$ cat config.mk
export PLATFORM = sky130hd
export DESIGN_NAME = multichannel_motor_slew_limiter_core
export DESIGN_NICKNAME = d
export VERILOG_FILES = /design/src/msl_pkg.sv /design/src/msl_front.sv /design/src/msl_queue.sv /design/src/msl_back.sv /design/src/multichannel_motor_slew_limiter_core.sv
export SDC_FILE = /design/constraint.sdc
export NUM_CORES = 1
export LEC_CHECK = 0
export BUFFER_PORTS_ARGS = -buffer_cell sky130_fd_sc_hd__buf_2
export CAP_MARGIN = 20
export CORE_ASPECT_RATIO = 0.9
export CORE_UTILIZATION = 55
export DETAILED_ROUTE_END_ITERATION = 6
export GPL_TIMING_DRIVEN = 0
export PLACE_DENSITY_LB_ADDON = 0.2
export SLEW_MARGIN = 25
export SYNTH_ARGS = -nofsm -noshare
export SYNTH_HDL_FRONTEND = slang
export SYNTH_SLANG_ARGS = --single-unit
$ cat constraint.sdc
create_clock -name clk -period 8.4 [get_ports clk]
set_input_delay 0.84 -clock clk [delete_from_list [all_inputs] [get_ports clk]]
set_output_delay 0.84 -clock clk [all_outputs]
set_load 0.1 [all_outputs]
$ cat src/msl_pkg.sv
// Shared types and constants of the motor slew limiter.
package msl_pkg;

  localparam int PORT_W  = 4;
  localparam int POWER_W = 8;
  localparam int LIMIT_W = 8;
  localparam int CFG_W   = 8;
  localparam int CFG_IDX_W = 1;

  localparam logic [CFG_IDX_W-1:0] CFG_RISE_LIMIT = 1'd0;
  localparam logic [CFG_IDX_W-1:0] CFG_FALL_LIMIT = 1'd1;

  localparam logic [LIMIT_W-1:0] RISE_LIMIT_RST = 8'd20;
  localparam logic [LIMIT_W-1:0] FALL_LIMIT_RST = 8'd20;

  localparam logic CMD_SET  = 1'b0;
  localparam logic CMD_TICK = 1'b1;

  localparam int QDEPTH = 2;
  localparam int QPTR_W = 1;

  typedef struct packed {
    logic                      cmd;
    logic [PORT_W-1:0]         port;
    logic signed [POWER_W-1:0] value;
  } msl_op_t;

  typedef struct packed {
    logic push;
    logic full;
  } msl_push_t;

  typedef struct packed {
    logic pop;
    logic empty;
  } msl_pop_t;

endpackage

$ cat src/msl_front.sv
// Front stage: accept input words, drop out-of-range requests, feed the queue.
module msl_front #(
  parameter int CHANNELS = 10
) (
  input  logic                               clk,
  input  logic                               rst_n,
  input  logic                               in_valid,
  output logic                               in_stall,
  input  logic                               in_cmd,
  input  logic [msl_pkg::PORT_W-1:0]         in_port,
  input  logic signed [msl_pkg::POWER_W-1:0] in_request_value,
  output msl_pkg::msl_op_t                   op_o,
  output msl_pkg::msl_push_t                 push_o,
  input  logic                               q_full
);
  import msl_pkg::*;

  localparam logic [6:0] CH_LIM = 7'(CHANNELS);

  logic    f_v_r, f_v_nxt;
  msl_op_t f_op_r;
  logic    accept;
  logic    keep;

  assign in_stall = f_v_r && q_full;
  assign accept   = in_valid && !in_stall;
  assign keep     = (in_cmd == CMD_TICK) || ({3'b000, in_port} < CH_LIM);

  always_comb begin
    f_v_nxt = f_v_r;
    if (f_v_r && !q_full) begin
      f_v_nxt = 1'b0;
    end
    if (accept && keep) begin
      f_v_nxt = 1'b1;
    end
  end

  always_ff @(posedge clk) begin
    if (!rst_n) begin
      f_v_r <= 1'b0;
    end else begin
      f_v_r <= f_v_nxt;
    end
  end

  always_ff @(posedge clk) begin
    if (accept && keep) begin
      f_op_r.cmd   <= in_cmd;
      f_op_r.port  <= in_port;
      f_op_r.value <= in_request_value;
    end
  end

  assign op_o        = f_op_r;
  assign push_o.push = f_v_r && !q_full;
  assign push_o.full = q_full;

endmodule

$ cat src/msl_queue.sv
// Two-word queue between the front and back stages.
module msl_queue (
  input  logic               clk,
  input  logic               rst_n,
  input  msl_pkg::msl_op_t   wr_op,
  input  msl_pkg::msl_push_t push_i,
  output logic               full,
  output msl_pkg::msl_op_t   rd_op,
  output logic               empty,
  input  logic               pop
);
  import msl_pkg::*;

  msl_op_t           q_mem_r [QDEPTH];
  logic [QPTR_W-1:0] wr_ptr_r, rd_ptr_r;
  logic [QPTR_W:0]   cnt_r, cnt_nxt;
  logic              do_push, do_pop;

  assign full    = (cnt_r == (QPTR_W+1)'(QDEPTH));
  assign empty   = (cnt_r == '0);
  assign do_push = push_i.push && !push_i.full;
  assign do_pop  = pop && !empty;
  assign rd_op   = q_mem_r[rd_ptr_r];

  always_comb begin
    cnt_nxt = cnt_r;
    unique case ({do_push, do_pop})
      2'b10:   cnt_nxt = cnt_r + 1'b1;
      2'b01:   cnt_nxt = cnt_r - 1'b1;
      default: cnt_nxt = cnt_r;
    endcase
  end

  always_ff @(posedge clk) begin
    if (!rst_n) begin
      wr_ptr_r <= '0;
      rd_ptr_r <= '0;
      cnt_r    <= '0;
    end else begin
      cnt_r <= cnt_nxt;
      if (do_push) begin
        wr_ptr_r <= wr_ptr_r + 1'b1;
      end
      if (do_pop) begin
        rd_ptr_r <= rd_ptr_r + 1'b1;
      end
    end
  end

  always_ff @(posedge clk) begin
    if (do_push) begin
      q_mem_r[wr_ptr_r] <= wr_op;
    end
  end

endmodule

$ cat src/msl_back.sv
// Back stage: store requests, sweep channels on a tick, limit and emit settings.
module msl_back #(
  parameter int CHANNELS = 10
) (
  input  logic                               clk,
  input  logic                               rst_n,
  input  msl_pkg::msl_op_t                   op_i,
  input  msl_pkg::msl_pop_t                  q_i,
  output logic                               pop_o,
  input  logic [msl_pkg::LIMIT_W-1:0]        rise_limit,
  input  logic [msl_pkg::LIMIT_W-1:0]        fall_limit,
  output logic                               out_valid,
  input  logic                               out_stall,
  output logic [msl_pkg::PORT_W-1:0]         out_port,
  output logic signed [msl_pkg::POWER_W-1:0] out_power,
  output logic                               out_last
);
  import msl_pkg::*;

  localparam int IDX_W = (CHANNELS > 1) ? $clog2(CHANNELS) : 1;
  localparam logic [IDX_W-1:0] LAST_IDX = IDX_W'(CHANNELS - 1);

  logic signed [POWER_W-1:0] req_mem [CHANNELS];
  logic signed [POWER_W-1:0] app_mem [CHANNELS];
  logic [CHANNELS-1:0]       req_vld_r;
  logic [CHANNELS-1:0]       app_vld_r;

  logic                      busy_r;
  logic [IDX_W-1:0]          rd_idx_r;
  logic                      calc_v_r;
  logic [IDX_W-1:0]          calc_idx_r;
  logic signed [POWER_W-1:0] req_q_r, app_q_r;
  logic                      req_qv_r, app_qv_r;

  logic                      out_v_r;
  logic [PORT_W-1:0]         out_port_r;
  logic signed [POWER_W-1:0] out_power_r;
  logic                      out_last_r;

  logic                      take, set_wr, issue, calc_adv;
  logic [IDX_W-1:0]          set_idx;
  logic signed [9:0]         req_x, app_x, delta, rise_x, fall_x, new_x;

  assign take     = !busy_r && !calc_v_r && !q_i.empty;
  assign pop_o    = take;
  assign set_wr   = q_i.pop && (op_i.cmd == CMD_SET);
  assign set_idx  = IDX_W'(op_i.port);
  assign calc_adv = calc_v_r && (!out_v_r || !out_stall);
  assign issue    = busy_r && (!calc_v_r || calc_adv);

  always_comb begin
    req_x  = req_qv_r ? 10'(req_q_r) : '0;
    app_x  = app_qv_r ? 10'(app_q_r) : '0;
    rise_x = signed'({2'b00, rise_limit});
    fall_x = signed'({2'b00, fall_limit});
    delta  = req_x - app_x;
    priority if (delta > rise_x) begin
      new_x = app_x + rise_x;
    end else if (delta < -fall_x) begin
      new_x = app_x - fall_x;
    end else begin
      new_x = req_x;
    end
  end

  always_ff @(posedge clk) begin
    if (!rst_n) begin
      busy_r    <= 1'b0;
      rd_idx_r  <= '0;
      calc_v_r  <= 1'b0;
      out_v_r   <= 1'b0;
      req_vld_r <= '0;
      app_vld_r <= '0;
    end else begin
      if (q_i.pop && (op_i.cmd == CMD_TICK)) begin
        busy_r   <= 1'b1;
        rd_idx_r <= '0;
      end else if (issue) begin
        if (rd_idx_r == LAST_IDX) begin
          busy_r <= 1'b0;
        end else begin
          rd_idx_r <= rd_idx_r + 1'b1;
        end
      end
      if (issue) begin
        calc_v_r <= 1'b1;
      end else if (calc_adv) begin
        calc_v_r <= 1'b0;
      end
      if (calc_adv) begin
        out_v_r <= 1'b1;
      end else if (!out_stall) begin
        out_v_r <= 1'b0;
      end
      if (set_wr) begin
        req_vld_r[set_idx] <= 1'b1;
      end
      if (calc_adv) begin
        app_vld_r[calc_idx_r] <= 1'b1;
      end
    end
  end

  always_ff @(posedge clk) begin
    if (set_wr) begin
      req_mem[set_idx] <= op_i.value;
    end
    if (issue) begin
      req_q_r <= req_mem[rd_idx_r];
    end
  end

  always_ff @(posedge clk) begin
    if (calc_adv) begin
      app_mem[calc_idx_r] <= new_x[POWER_W-1:0];
    end
    if (issue) begin
      app_q_r <= app_mem[rd_idx_r];
    end
  end

  always_ff @(posedge clk) begin
    if (issue) begin
      calc_idx_r <= rd_idx_r;
      req_qv_r   <= req_vld_r[rd_idx_r];
      app_qv_r   <= app_vld_r[rd_idx_r];
    end
    if (calc_adv) begin
      out_port_r  <= PORT_W'(calc_idx_r);
      out_power_r <= new_x[POWER_W-1:0];
      out_last_r  <= (calc_idx_r == LAST_IDX);
    end
  end

  assign out_valid = out_v_r;
  assign out_port  = out_port_r;
  assign out_power = out_power_r;
  assign out_last  = out_last_r;

endmodule

$ cat src/multichannel_motor_slew_limiter_core.sv
// Top level of the multichannel motor slew limiter: limit registers and stage wiring.
//
// Input channel (in_valid / in_stall): a word with in_cmd low stores
// in_request_value as the request of channel in_port and gives no result;
// ports at or above CHANNELS are dropped. A word with in_cmd high is a tick.
// Result channel (out_valid / out_stall): a tick gives CHANNELS words, one per
// channel from 0 upward, each the new applied setting; out_last marks the end.
// Configuration: cfg_we writes cfg_data to the rise limit (index 0) or the
// fall limit (index 1). The user must write them only while the block is
// idle; the block itself does not enforce it. A taken tick passes the front
// register and queue; its pop sets the back stage busy, each channel is read
// into the calculation registers and its limited setting is registered into
// the output word. A tick then gives one result per cycle while the receiver
// accepts; the single read port of each back-stage channel store sets the rate.
// Reset clears all requests and applied settings to zero and loads both
// limits with 20. A stall on the result side holds the output word; the
// two-word queue and front register keep accepting until they fill.
module multichannel_motor_slew_limiter_core #(
  parameter int CHANNELS = 10
) (
  input  logic                                 clk,
  input  logic                                 rst_n,
  input  logic                                 in_valid,
  output logic                                 in_stall,
  input  logic                                 in_cmd,
  input  logic [msl_pkg::PORT_W-1:0]           in_port,
  input  logic signed [msl_pkg::POWER_W-1:0]   in_request_value,
  output logic                                 out_valid,
  input  logic                                 out_stall,
  output logic [msl_pkg::PORT_W-1:0]           out_port,
  output logic signed [msl_pkg::POWER_W-1:0]   out_power,
  output logic                                 out_last,
  input  logic                                 cfg_we,
  input  logic [msl_pkg::CFG_IDX_W-1:0]        cfg_index,
  input  logic [msl_pkg::CFG_W-1:0]            cfg_data
);
  import msl_pkg::*;

  logic [LIMIT_W-1:0] rise_limit_r, fall_limit_r;
  msl_op_t            f_op, q_op;
  msl_push_t          push;
  msl_pop_t           qpop;
  logic               q_full, q_empty, q_pop;

  always_ff @(posedge clk) begin
    if (!rst_n) begin
      rise_limit_r <= RISE_LIMIT_RST;
      fall_limit_r <= FALL_LIMIT_RST;
    end else if (cfg_we) begin
      unique case (cfg_index)
        CFG_RISE_LIMIT: rise_limit_r <= cfg_data;
        CFG_FALL_LIMIT: fall_limit_r <= cfg_data;
        default: ;
      endcase
    end
  end

  msl_front #(.CHANNELS(CHANNELS)) u_front (
    .clk              (clk),
    .rst_n            (rst_n),
    .in_valid         (in_valid),
    .in_stall         (in_stall),
    .in_cmd           (in_cmd),
    .in_port          (in_port),
    .in_request_value (in_request_value),
    .op_o             (f_op),
    .push_o           (push),
    .q_full           (q_full)
  );

  msl_queue u_queue (
    .clk    (clk),
    .rst_n  (rst_n),
    .wr_op  (f_op),
    .push_i (push),
    .full   (q_full),
    .rd_op  (q_op),
    .empty  (q_empty),
    .pop    (q_pop)
  );

  assign qpop.pop   = q_pop;
  assign qpop.empty = q_empty;

  msl_back #(.CHANNELS(CHANNELS)) u_back (
    .clk        (clk),
    .rst_n      (rst_n),
    .op_i       (q_op),
    .q_i        (qpop),
    .pop_o      (q_pop),
    .rise_limit (rise_limit_r),
    .fall_limit (fall_limit_r),
    .out_valid  (out_valid),
    .out_stall  (out_stall),
    .out_port   (out_port),
    .out_power  (out_power),
    .out_last   (out_last)
  );

endmodule

==> results of run 1 <==
==> cell type report <==
type | count | area share, %
Clock inverter | 16 | 1.40
Sequential cell | 283 | 57.0
Inverter | 34 | 0.909
Tap cell | 291 | 2.59
Buffer | 33 | 0.980
Multi-Input combinational cell | 515 | 29.9
Clock buffer | 36 | 5.21
Timing Repair Buffer | 48 | 1.96
==> synth_stat cells (3+ instances only) <==
| cell type | instances | area (µm²) |
|---|---|---|
| inv_1 | 34 | 128 |
| xor2_1 | 11 | 96.3 |
| nor2b_1 | 23 | 144 |
| nand3b_1 | 3 | 22.5 |
| dfxtp_1 | 49 | 981 |
| o211ai_1 | 5 | 37.5 |
| a31oi_1 | 8 | 50.1 |
| xnor2_1 | 23 | 201 |
| ha_1 | 36 | 450 |
| o21a_1 | 24 | 180 |
| nand3_1 | 12 | 60.1 |
| mux4_2 | 36 | 811 |
| mux2i_1 | 22 | 220 |
| a211oi_1 | 19 | 143 |
| o21ai_0 | 13 | 65.1 |
| and3_1 | 4 | 25.0 |
| clkbuf_1 | 21 | 78.8 |
| nor2_1 | 46 | 173 |
| nand2_1 | 65 | 244 |
| buf_1 | 7 | 26.3 |
| a21o_1 | 3 | 22.5 |
| nand4_1 | 4 | 25.0 |
| nor4_1 | 6 | 37.5 |
| a31o_2 | 3 | 26.3 |
| a21boi_0 | 14 | 105 |
| mux2_2 | 9 | 101 |
| o22ai_1 | 4 | 25.0 |
| maj3_1 | 4 | 40.0 |
| or3_1 | 3 | 18.8 |
| edfxtp_1 | 234 | 7030 |
| buf_2 | 4 | 20.0 |
| nand2b_1 | 6 | 37.5 |
| and2_1 | 17 | 106 |
| nor3_1 | 23 | 115 |
| a21oi_1 | 30 | 150 |
==> sequential cells by signal (all words and copies together) (netlist names), 2 cells and up, named ones only <==
| signal | flops |
|---|---|
| u_back.req_mem | 80 |
| u_queue.q_mem_r | 26 |
| u_back.req_q_r | 8 |
| u_back.out_power | 8 |
| u_queue.cnt_r | 2 |
| fall_limit_r | 8 |
| u_back.req_vld_r | 10 |
| u_back.app_q_r | 8 |
| u_back.out_port | 4 |
| u_back.app_mem | 80 |
| u_front.op_o | 13 |
| u_back.app_vld_r | 10 |
| u_back.calc_idx_r | 4 |
| u_back.rd_idx_r | 4 |
| rise_limit_r | 8 |
==> stage by stage <==
step / worst slack, ns / utilization [%] / instances
2_1_floorplan: 4.45 / - / 865
3_3_place_gp: 3.40 / 59.2 / 1196
3_5_place_dp: 3.42 / 59.8 / 1204
4_1_cts: 3.40 / 64.1 / 1256
5_1_grt: 3.06 / 64.1 / 1256
6_report: 3.29 / 64.1 / 1256
==> routing by layer <==
layer	wire length, µm	vias up
met3	962	36
li1	-	3471
met5	0	-
met2	12400	176
met1	11900	3579
met4	545	0
==> cell families (layout without fill, tap and decap cells) <==
logic type	Yosys count	count (layout)	share of synthesized area, %
buf+inv	67	167	2.13
mux	67	67	9.14
flops	283	283	64.6
xor+xnor	36	36	2.67
fa+ha+maj	41	41	4.12
compound gates	149	149	8.44
simple gates	222	222	8.85
==> report_power, final <==
part | internal, µW | leakage [µW] | switching [µW]
Sequential | 1890 | 0.00252 | 47.5
Clock | 741 | 0.000449 | 517
Combinational | 469 | 0.00179 | 945
Total | 3100 | 0.00476 | 1510
==> critical path: cells and delay by family (launching register included) <==
kind	cells	cell delay, ns
buffers and inverters	3	0.57
DFF	1	0.35
adders and majority gates	2	0.63
AOI/OAI and AO/OA	6	2.52
xor gates and xnor gates	1	0.15
and+or+nand+nor	3	0.55
==> how the worst max path moves through the flow <==
stage / start / cells past startpoint / end / slack (ns)
after global placement: out_stall / 4 / u_back.app_mem[2][1] / 3.40
after detailed placement: u_back.app_qv_r / 15 / u_back.out_power[7] / 3.42
after CTS: u_back.app_qv_r / 18 / u_back.app_mem[6][4] / 3.40
final: u_back.app_qv_r / 15 / u_back.app_mem[8][7] / 3.29
after global routing: u_back.app_qv_r / 18 / u_back.app_mem[2][5] / 3.06
after floorplan: u_back.app_qv_r / 16 / u_back.app_mem[0][1] / 4.45
==> impl_results.md, run 1 <==
* Total area of sequential cells at 8010 µm²
* Multi-input gate area at 4200 µm²
* Status: complete, no violations
* Critical Path, Cell by Cell: buf_1 -> and2_1 -> buf_2 -> inv_1 -> ha_1 -> a221oi_1 -> o31ai_1 -> a31oi_1 -> xnor2_1 -> ha_1 -> nand2_1 -> a2111o_1 -> o2111ai_1 -> nand2_1 -> a211oi_2
* Final Wtd Congestion at 0.898
* Routed Antenna Nets at 0
* Initial antenna violation count at 0
* GRT busiest layer: met2
* Setup Crit Path Kind: reg -> reg
* Area growth, synth to finish at 13.3%
* Setup slack, reg-to-reg at 3.29 ns
* Fillers at 1615
* Crit-path slowest cell: a211oi_2
* Ys async rst share at 0%
* I/O pin total at 42
* Most frequent cells in the layout: 234 x edfxtp_1, 65 x nand2_1, 49 x dfxtp_1, 46 x buf_2, 44 x nor2_1
* First-pass GRT wire length at 41200 µm
* Drt drc at 0
* Post-CTS setup repair buffer count at 0
* Via-to-Cell Ratio at 5.78
* Die Ht at 144 µm
* Initial drt markers at 524
* Worst EP arrival at 5.30 ns
* Ant diodes at 0
* Hold depth at 0
* Most used DFF post-synth: edfxtp_1
* Critical-path maximum fanout at 11
* Tightest Pin Transition at 1.04 ns
* Die width at 160 µm
* CTS tree: built
* DR vias at 7262
* Sequential area share after synthesis at 64.6%
* Rel. slew slack at 30.2%
* Fin crit period at 5.11 ns
* Pwr Density at 328 nW/µm²
* Pin count of the biggest net entering global routing at 26
* Finish-stage setup viols at 0
* Reg2reg path depth at 15
* Hold_buf cts at 0
* Distinct cells, synth at 67
* Cell Area, Synth at 12400 µm²
* Worst r2r src: u_back.app_qv_r
* Post-synth EDFFs at 234
* Leak at 0.00476 µW
* Final WL at 25800 µm
* Setup TNS at 0 ns
* DP HPWL at 18100 µm
* Initial Utilization at 56.6%
* Worst path required time at 8.60 ns
* Min-Delay Endpoint: u_back.calc_idx_r[3]
* Met2 usage at 40.1%
* Core area at 21900 µm²
* Crit. End Element: flip-flop
* Hold_ws at 0.427 ns
* Root Driver: clkbuf_16
* Final net count at 1007
* GR Util met1 at 32.6%
* DR pass1 iterations at 5
* R2R Path End: u_back.app_mem[8][7]
* PortBufs at 40
* Post-Syn Nets at 929
* Placement Cell Area at 13100 µm²
* Max IR drop VDD at 203 µV
* Die footprint at 23100 µm²
* Number of global-route vias before repair at 7350
* Mean Syn Cell Area at 14.3 µm²
* CTS Buf Count at 28
* Yosys Warn Count at 0
* Overall Global Routing Usage at 23.6%
* Power, Total at 4610 µW
* Fin. Hold Viols at 0
* FP Rows at 51
* Crit start category: flip-flop
* Worst hold start: u_back.rd_idx_r[3]
* # Max-Cap Violations at 0
* Syn Inst Count at 865
* Max Slew Vio Count at 0
* RSZ-0062 raised after global routing: false
* Wire per inst at 20.5 µm
* Seq cells post-synth at 283
* # resized after CTS at 0
* Layout cells sized above 1 at 17.4%
* Post-route cell area at 14000 µm²
* Clk_lat worst skew at 0.54 ns
* # H-tree levels at 1
* Grt met3 use at 2.58%
* Fin crit share at 60.8%
* Maximum clock insertion buffer count at 3
* CP max stage delay at 0.86 ns
* CTS Sinks at 283
* Grt ovf at 0
* Commonest non-fill, non-tap cell in the layout: edfxtp_1
* Hold/Removal Path Class: reg -> reg
* Worst-path clk slew at 0.06 ns
* Clk_skew at 0.0152 ns
* Fmax at 196 MHz
No activity file was read; power rests on OpenSTA's default activity.
==> inputs of run 2 (changes only) <==
==> constraint.sdc (replaced) <==
create_clock -name clk -period 5.15 [get_ports clk]
set_input_delay 0.515 -clock clk [delete_from_list [all_inputs] [get_ports clk]]
set_output_delay 0.515 -clock clk [all_outputs]
set_load 0.1 [all_outputs]
==> run 2 against run 1 <==
Net effect:
- clock power grew 63%
- via count grew 0.54%
- maximum frequency grew 4.3%
- register-to-register slack lost 3.0 ns
- cell area grew 0.19%
- critical endpoint unchanged
==> impl_results.md, run 2 (same netlist as run 1, synthesis figures left out) <==
* Status: complete, no violations
* Place WS at 0.165 ns (-3.25 ns)
* Tightest Pin Transition at 1.01 ns (-0.0291 ns)
* # H-tree levels at 1 (unchanged)
* Reg2reg path depth at 15 (unchanged)
* Total internal power at 5070 µW (+64%)
* Clk_skew at 0.0140 ns (-0.00123 ns)
* Root Driver: clkbuf_16
* DP HPWL at 18100 µm (unchanged)
* Wire per inst at 20.6 µm (+0.34%)
* Clk_lat worst skew at 0.55 ns (about the same)
* Worst-path clk slew at 0.06 ns (about the same)
* Final net count at 1007 (unchanged)
* RSZ-0062 raised after global routing: false
* Die footprint at 23100 µm² (unchanged)
* Setup slack, reg-to-reg at 0.26 ns (-3.04 ns)
* Largest regs: u_back.app_mem x80, u_back.req_mem x80, u_queue.q_mem_r x26
* Crit. End Element: flip-flop
* DR vias at 7301 (+0.54%)
* Final WL at 25900 µm (+0.34%)
* First-pass GRT wire length at 41200 µm (unchanged)
* Crit start category: flip-flop
* Total area of sequential cells at 8010 µm² (unchanged)
* Worst r2r src: u_back.app_qv_r
* PortBufs at 40 (unchanged)
* Hold depth at 1 (+1)
* Ant diodes at 0 (unchanged)
* Pwr Density at 538 nW/µm² (+64%)
* Post-Layout Cell Count at 1256 (unchanged)
* Placed cell count at 1204 (unchanged)
* Fin. Hold Viols at 0 (unchanged)
* Fmax at 204 MHz (+4.3%)
* CTS Buf Count at 28 (unchanged)
* Layout cells sized above 1 at 17.7% (+0.31 points)
* Routed Antenna Nets at 0 (unchanged)
* Multi-input gate area at 4220 µm² (+0.63%)
* Max Slew Vio Count at 0 (unchanged)
* Post-CTS setup repair buffer count at 0 (unchanged)
* Comb pwr share at 31.2% (+0.5 points)
* Fin crit share at 95.0% (+34 points)
* Critical-path maximum fanout at 11 (unchanged)
* Leak at 0.00476 µW (about the same)
* Switching Share at 33.0% (+0.20 points)
* Setup WS post-layout at 0.256 ns (-3.04 ns)
* CTS tree: built
* Maximum clock insertion buffer count at 3 (unchanged)
* Sequential share of power at 41.6% (-0.4 points)
* # resized after CTS at 0 (unchanged)
* Drt drc at 0 (unchanged)
* Min-Delay Endpoint: u_front.op_o[8]
* NetSw at 2490 µW (+65%)
* R2R Path End: u_back.app_mem[8][7]
* Via-to-Cell Ratio at 5.81 (+0.54%)
* Pin count of the biggest net entering global routing at 26 (unchanged)
* Hold_buf cts at 0 (unchanged)
* Grt ovf at 0 (unchanged)
* Number of global-route vias before repair at 7350 (unchanged)
* I/O pin total at 42 (unchanged)
* Core area at 21900 µm² (unchanged)
* Rel. slew slack at 32.2% (+2.0 points)
* Initial drt markers at 530 (+1.1%)
* Overall Global Routing Usage at 23.6% (unchanged)
* Layout Utilization at 64.3% (+0.12 points)
* Fillers at 1616 (+0.062%)
* Setup Crit Path Kind: reg -> reg
* CTS Sinks at 283 (unchanged)
* Finish-stage setup viols at 0 (unchanged)
* FP Rows at 51 (unchanged)
* # Max-Cap Violations at 0 (unchanged)
* Area growth, synth to finish at 13.5%
* Setup TNS at 0 ns (unchanged)
* DR pass1 iterations at 6 (+1)
* Die Ht at 144 µm (unchanged)
* Fin crit period at 4.89 ns (-0.213 ns)
* Hold/Removal Path Class: in -> reg
* Worst hold start: in_port[0]
* Most frequent cells in the layout: 234 x edfxtp_1, 65 x nand2_1, 49 x dfxtp_1, 46 x buf_2, 44 x nor2_1
* Final Wtd Congestion at 0.898 (unchanged)
* Worst EP arrival at 5.14 ns (-0.16 ns)
* Commonest non-fill, non-tap cell in the layout: edfxtp_1
* Initial Utilization at 56.6% (unchanged)
* Initial antenna violation count at 0 (unchanged)
* Clock network power share at 27.2% (about the same)
* Max IR drop VDD at 347 µV (+71%)
* Die width at 160 µm (unchanged)
* Worst path required time at 5.40 ns (-3.20 ns)
[run 2: changes by cell type in the layout (fill, tap and decap cells not counted)]
cell,before,now
a31oi_1,6,3
a31oi_2,2,5
a211oi_2,1,0
a211oi_4,0,1
[run 2: metrics by stage]
stage | hold WS, ns | instance area (µm²) | power, µW
2_1_floorplan | 0.406 | 12400 | 4800
3_3_place_gp | 0.414 | 13000 | 5400
3_5_place_dp | 0.420 | 13100 | 5460
4_1_cts | 0.125 | 14000 | 7510
5_1_grt | 0.129 | 14100 | 7930
6_report | 0.142 | 14100 | 7570
[run 2: how the worst max path moves through the flow]
stage,start,to,slack (ns),depth (start not counted)
after floorplan,u_back.app_qv_r,u_back.app_mem[0][1],1.20,16
after global placement,u_back.app_qv_r,u_back.app_mem[7][4],0.19,18
after detailed placement,u_back.app_qv_r,u_back.out_power[7],0.17,15
after CTS,u_back.app_qv_r,u_back.app_mem[6][4],0.15,18
after global routing,u_back.app_qv_r,u_back.app_mem[8][7],0.07,15
final,u_back.app_qv_r,u_back.app_mem[8][7],0.26,15
[run 2: critical path: stages (launching register included)]
cell and delay [ns]:
edfxtp_1 0.35, buf_1 0.31, and2_1 0.17, buf_2 0.20, inv_1 0.07, ha_1 0.31, a221oi_1 0.47, o31ai_1 0.20
a31oi_1 0.25, xnor2_1 0.14, ha_1 0.32, nand2_1 0.09, a2111o_1 0.41, o2111ai_1 0.33, nand2_1 0.33, a211oi_4 0.68
[run 2: area by class of cell]
type / count / share of cell area [%]
inverter: 34 / 0.907
tap: 291 / 2.59
timing repair buffer: 48 / 1.96
clock inverter: 16 / 1.40
buffer: 33 / 0.979
clock buffer: 36 / 5.20
multi-input combinational: 515 / 30.0
sequential: 283 / 56.9
[run 2: power groups by stage]
| stage | registers [µW] | clock network, µW | logic, µW |
|---|---|---|---|
| after global routing | 3170 | 2180 | 2580 |
| after CTS | 3160 | 2090 | 2270 |
| final | 3150 | 2060 | 2360 |
| after global placement | 3200 | 0 | 2200 |
| after floorplan | 3290 | 0 | 1510 |
| after detailed placement | 3200 | 0 | 2260 |
[run 2: routing by layer]
layer  GRT usage (%)  up-vias  wire length (µm)
met5               0        -                 0
met4            6.42        0               570
met3            2.58       39              1030
met2            40.1      177             12400
met1            32.6     3620             11800
li1                -     3465                 -
==> inputs of run 3 (changes only) <==
--- a/config.mk
+++ b/config.mk
@@ -8,7 +8,7 @@
 export BUFFER_PORTS_ARGS = -buffer_cell sky130_fd_sc_hd__buf_2
 export CAP_MARGIN = 20
 export CORE_ASPECT_RATIO = 0.9
-export CORE_UTILIZATION = 55
+export CORE_UTILIZATION = 50
 export DETAILED_ROUTE_END_ITERATION = 6
 export GPL_TIMING_DRIVEN = 0
 export PLACE_DENSITY_LB_ADDON = 0.2
==> run 3 against run 2 <==
Net effect:
- register-to-register slack worse by 0.13 ns
- count of clock-buffer cells in the layout up 8
- hold slack about the same
- critical path type unchanged
- critical endpoint is now u_back.app_mem[5][3]
==> impl_results.md, run 3 (same netlist as run 1, synthesis figures left out) <==
* I/O pin total at 42 (unchanged)
* RSZ-0062 raised after global routing: true
* Post-route cell area at 14000 µm² (-0.23%)
* Fillers at 1892 (+17%)
* Placed cell count at 1220 (+1.3%)
* DR pass1 iterations at 5 (-1)
* Sequential share of power at 42.0% (+0.4 points)
* Met3 routed WL at 1020 µm (-0.87%)
* Fin. Hold Viols at 0 (unchanged)
* Die Ht at 151 µm (+4.8%)
* Fin crit period at 5.02 ns (+0.127 ns)
* DP HPWL at 18200 µm (+0.41%)
* Clk_skew at 0.0118 ns (-0.00220 ns)
* Fin crit share at 97.5% (+2.5 points)
* Met2 WL post-DR at 12200 µm (-2.2%)
* Finish-stage setup viols at 0 (unchanged)
* Die width at 168 µm (+4.8%)
* Overall Global Routing Usage at 20.4% (-3.1 points)
* Wire per inst at 19.8 µm (-3.8%)
* Layout cells sized above 1 at 17.3% (-0.41 points)
* Most frequent cells in the layout: 234 x edfxtp_1, 65 x nand2_1, 49 x dfxtp_1, 45 x nor2_1, 44 x buf_2
* Clock network power share at 26.2% (-1.0 points)
* Via-to-Cell Ratio at 5.67 (-2.4%)
* Status: complete, no violations
* Final net count at 1007 (unchanged)
* Total internal power at 5040 µW (-0.71%)
* PortBufs at 40 (unchanged)
* Crit start category: flip-flop
* Routed Antenna Nets at 0 (unchanged)
* First-pass GRT wire length at 39500 µm (-4.1%)
* CTS Buf Count at 28 (unchanged)
* Drt drc at 0 (unchanged)
* Number of global-route vias before repair at 7030 (-4.4%)
* Worst EP arrival at 5.22 ns (+0.08 ns)
* Pwr Density at 535 nW/µm² (-0.63%)
* Initial drt markers at 553 (+4.3%)
* Crit. End Element: flip-flop
* Initial Utilization at 51.1% (-5.5 points)
* Placement Cell Area at 13100 µm² (about the same)
* FP Rows at 54 (+5.9%)
* Largest regs: u_back.app_mem x80, u_back.req_mem x80, u_queue.q_mem_r x26
* Clk_lat worst skew at 0.55 ns (about the same)
* Grt ovf at 0 (unchanged)
* Die footprint at 25400 µm² (+9.9%)
* Leak at 0.00475 µW (-0.22%)
* Fmax at 199 MHz (-2.5%)
* Hold/Removal Path Class: in -> reg
* Rel. slew slack at 32.9% (+0.64 points)
* Max Used Layer: met4
* Core area at 24300 µm² (+11%)
* Comb pwr share at 31.8% (+0.6 points)
* DR vias at 7224 (-1.1%)
* Switching Share at 32.9% (-0.099 points)
* # H-tree levels at 1 (unchanged)
* CTS Sinks at 283 (unchanged)
* Hold_buf cts at 0 (unchanged)
* Power, Total at 7500 µW (-0.86%)
* Final Wtd Congestion at 0.908 (+1.1%)
* Maximum clock insertion buffer count at 3 (unchanged)
* Initial antenna violation count at 0 (unchanged)
* Ant diodes at 0 (unchanged)
* Wl on met1 at 11500 µm (-2.6%)
* Worst-path clk slew at 0.06 ns (about the same)
* Root Driver: clkbuf_16
* Area growth, synth to finish at 13.3%
* Max Slew Vio Count at 0 (unchanged)
* Commonest non-fill, non-tap cell in the layout: edfxtp_1
* CTS tree: built
* # Max-Cap Violations at 0 (unchanged)
* Worst path required time at 5.35 ns (-0.05 ns)
* Critical-path maximum fanout at 11 (unchanged)
* Max IR drop VDD at 291 µV (-16%)
* Pin count of the biggest net entering global routing at 26 (unchanged)
* Setup Crit Path Kind: reg -> reg
* Post-Layout Cell Count at 1273 (+1.4%)
* Tightest Pin Transition at 1.00 ns (-0.00956 ns)
* Final WL at 25200 µm (-2.4%)
* NetSw at 2470 µW (-1.2%)
-- run 3: cell types whose count changed in the layout (fill, tap and decap cells not counted), sizes merged --
cell	change
clkinvlp	-1
bufinv	-4
inv	-2
clkbuf	+8
clkinv	-1
-- run 3: layout make-up --
class | count | area (µm²) | area share, %
Tap cell | 308 | 385 | 2.75
Timing Repair Buffer | 48 | 277 | 1.97
Buffer | 33 | 136 | 0.972
Multi-Input combinational cell | 515 | 4200 | 29.9
Clock inverter | 8 | 48.8 | 0.348
Clock buffer | 44 | 853 | 6.08
Inverter | 34 | 128 | 0.910
Sequential cell | 283 | 8010 | 57.1
-- run 3: worst max-delay path: stages, from the launching register on --
cell and delay [ns]:
edfxtp_1 0.43, buf_1 0.24, nand2_1 0.15, inv_1 0.07, ha_1 0.22, fa_1 0.43, o31ai_2 0.41, a311o_1 0.30
xor2_1 0.28, ha_1 0.31, nand4_1 0.16, nor2_1 0.07, nor3_1 0.16, o221ai_1 0.13, o22a_1 0.25, and2_4 0.18
buf_2 0.19, a31oi_1 0.71
-- run 3: power groups by stage --
| stage | clock [µW] | sequential (µW) | combinational [µW] |
|---|---|---|---|
| after global routing | 2070 | 3170 | 2620 |
| after detailed placement | 0 | 3200 | 2260 |
| final | 1970 | 3150 | 2380 |
| after global placement | 0 | 3200 | 2210 |
| after floorplan | 0 | 3290 | 1510 |
| after CTS | 2000 | 3150 | 2290 |
-- run 3: per-layer routing --
metal / vias to the layer above / global-route usage, %
met5: - / 0
met4: 0 / 5.28
met3: 36 / 2.48
met2: 168 / 35.3
met1: 3568 / 27.6
li1: 3452 / -
-- run 3: repair_timing --
| item | 4_1_cts | 5_1_grt |
|---|---|---|
| cloned | 0 | 0 |
| gates resized for setup | 1 | 2 |
| pin swaps | 0 | 1 |
| endpoints found under the setup margin | 6 | 66 |
| buffers inserted | 0 | 1 |
-- run 3: path summary, 6_finish.rpt --
check,startpoint,end,slack (ns),cells past startpoint
worst max-delay path,u_back.app_qv_r,u_back.app_mem[5][3],0.13,17
worst min-delay path,in_request_value[1],u_front.op_o[1],0.14,1
worst max register to register,u_back.app_qv_r,u_back.app_mem[5][3],0.13,17
worst min register to register,u_back.rd_idx_r[3],u_back.calc_idx_r[3],0.44,0
-- run 3: metrics by stage --
stage | hold WS [ns] | util, % | setup slack, ns | TNS, ns
after floorplan | 0.406 | - | 1.20 | 0
after global placement | 0.420 | 53.5 | 0.0398 | 0
after detailed placement | 0.428 | 54.0 | 0.0202 | 0
after CTS | 0.122 | 57.7 | 0.129 | 0
after global routing | 0.127 | 57.8 | -0.129 | -4.08
final | 0.141 | 57.8 | 0.129 | 0
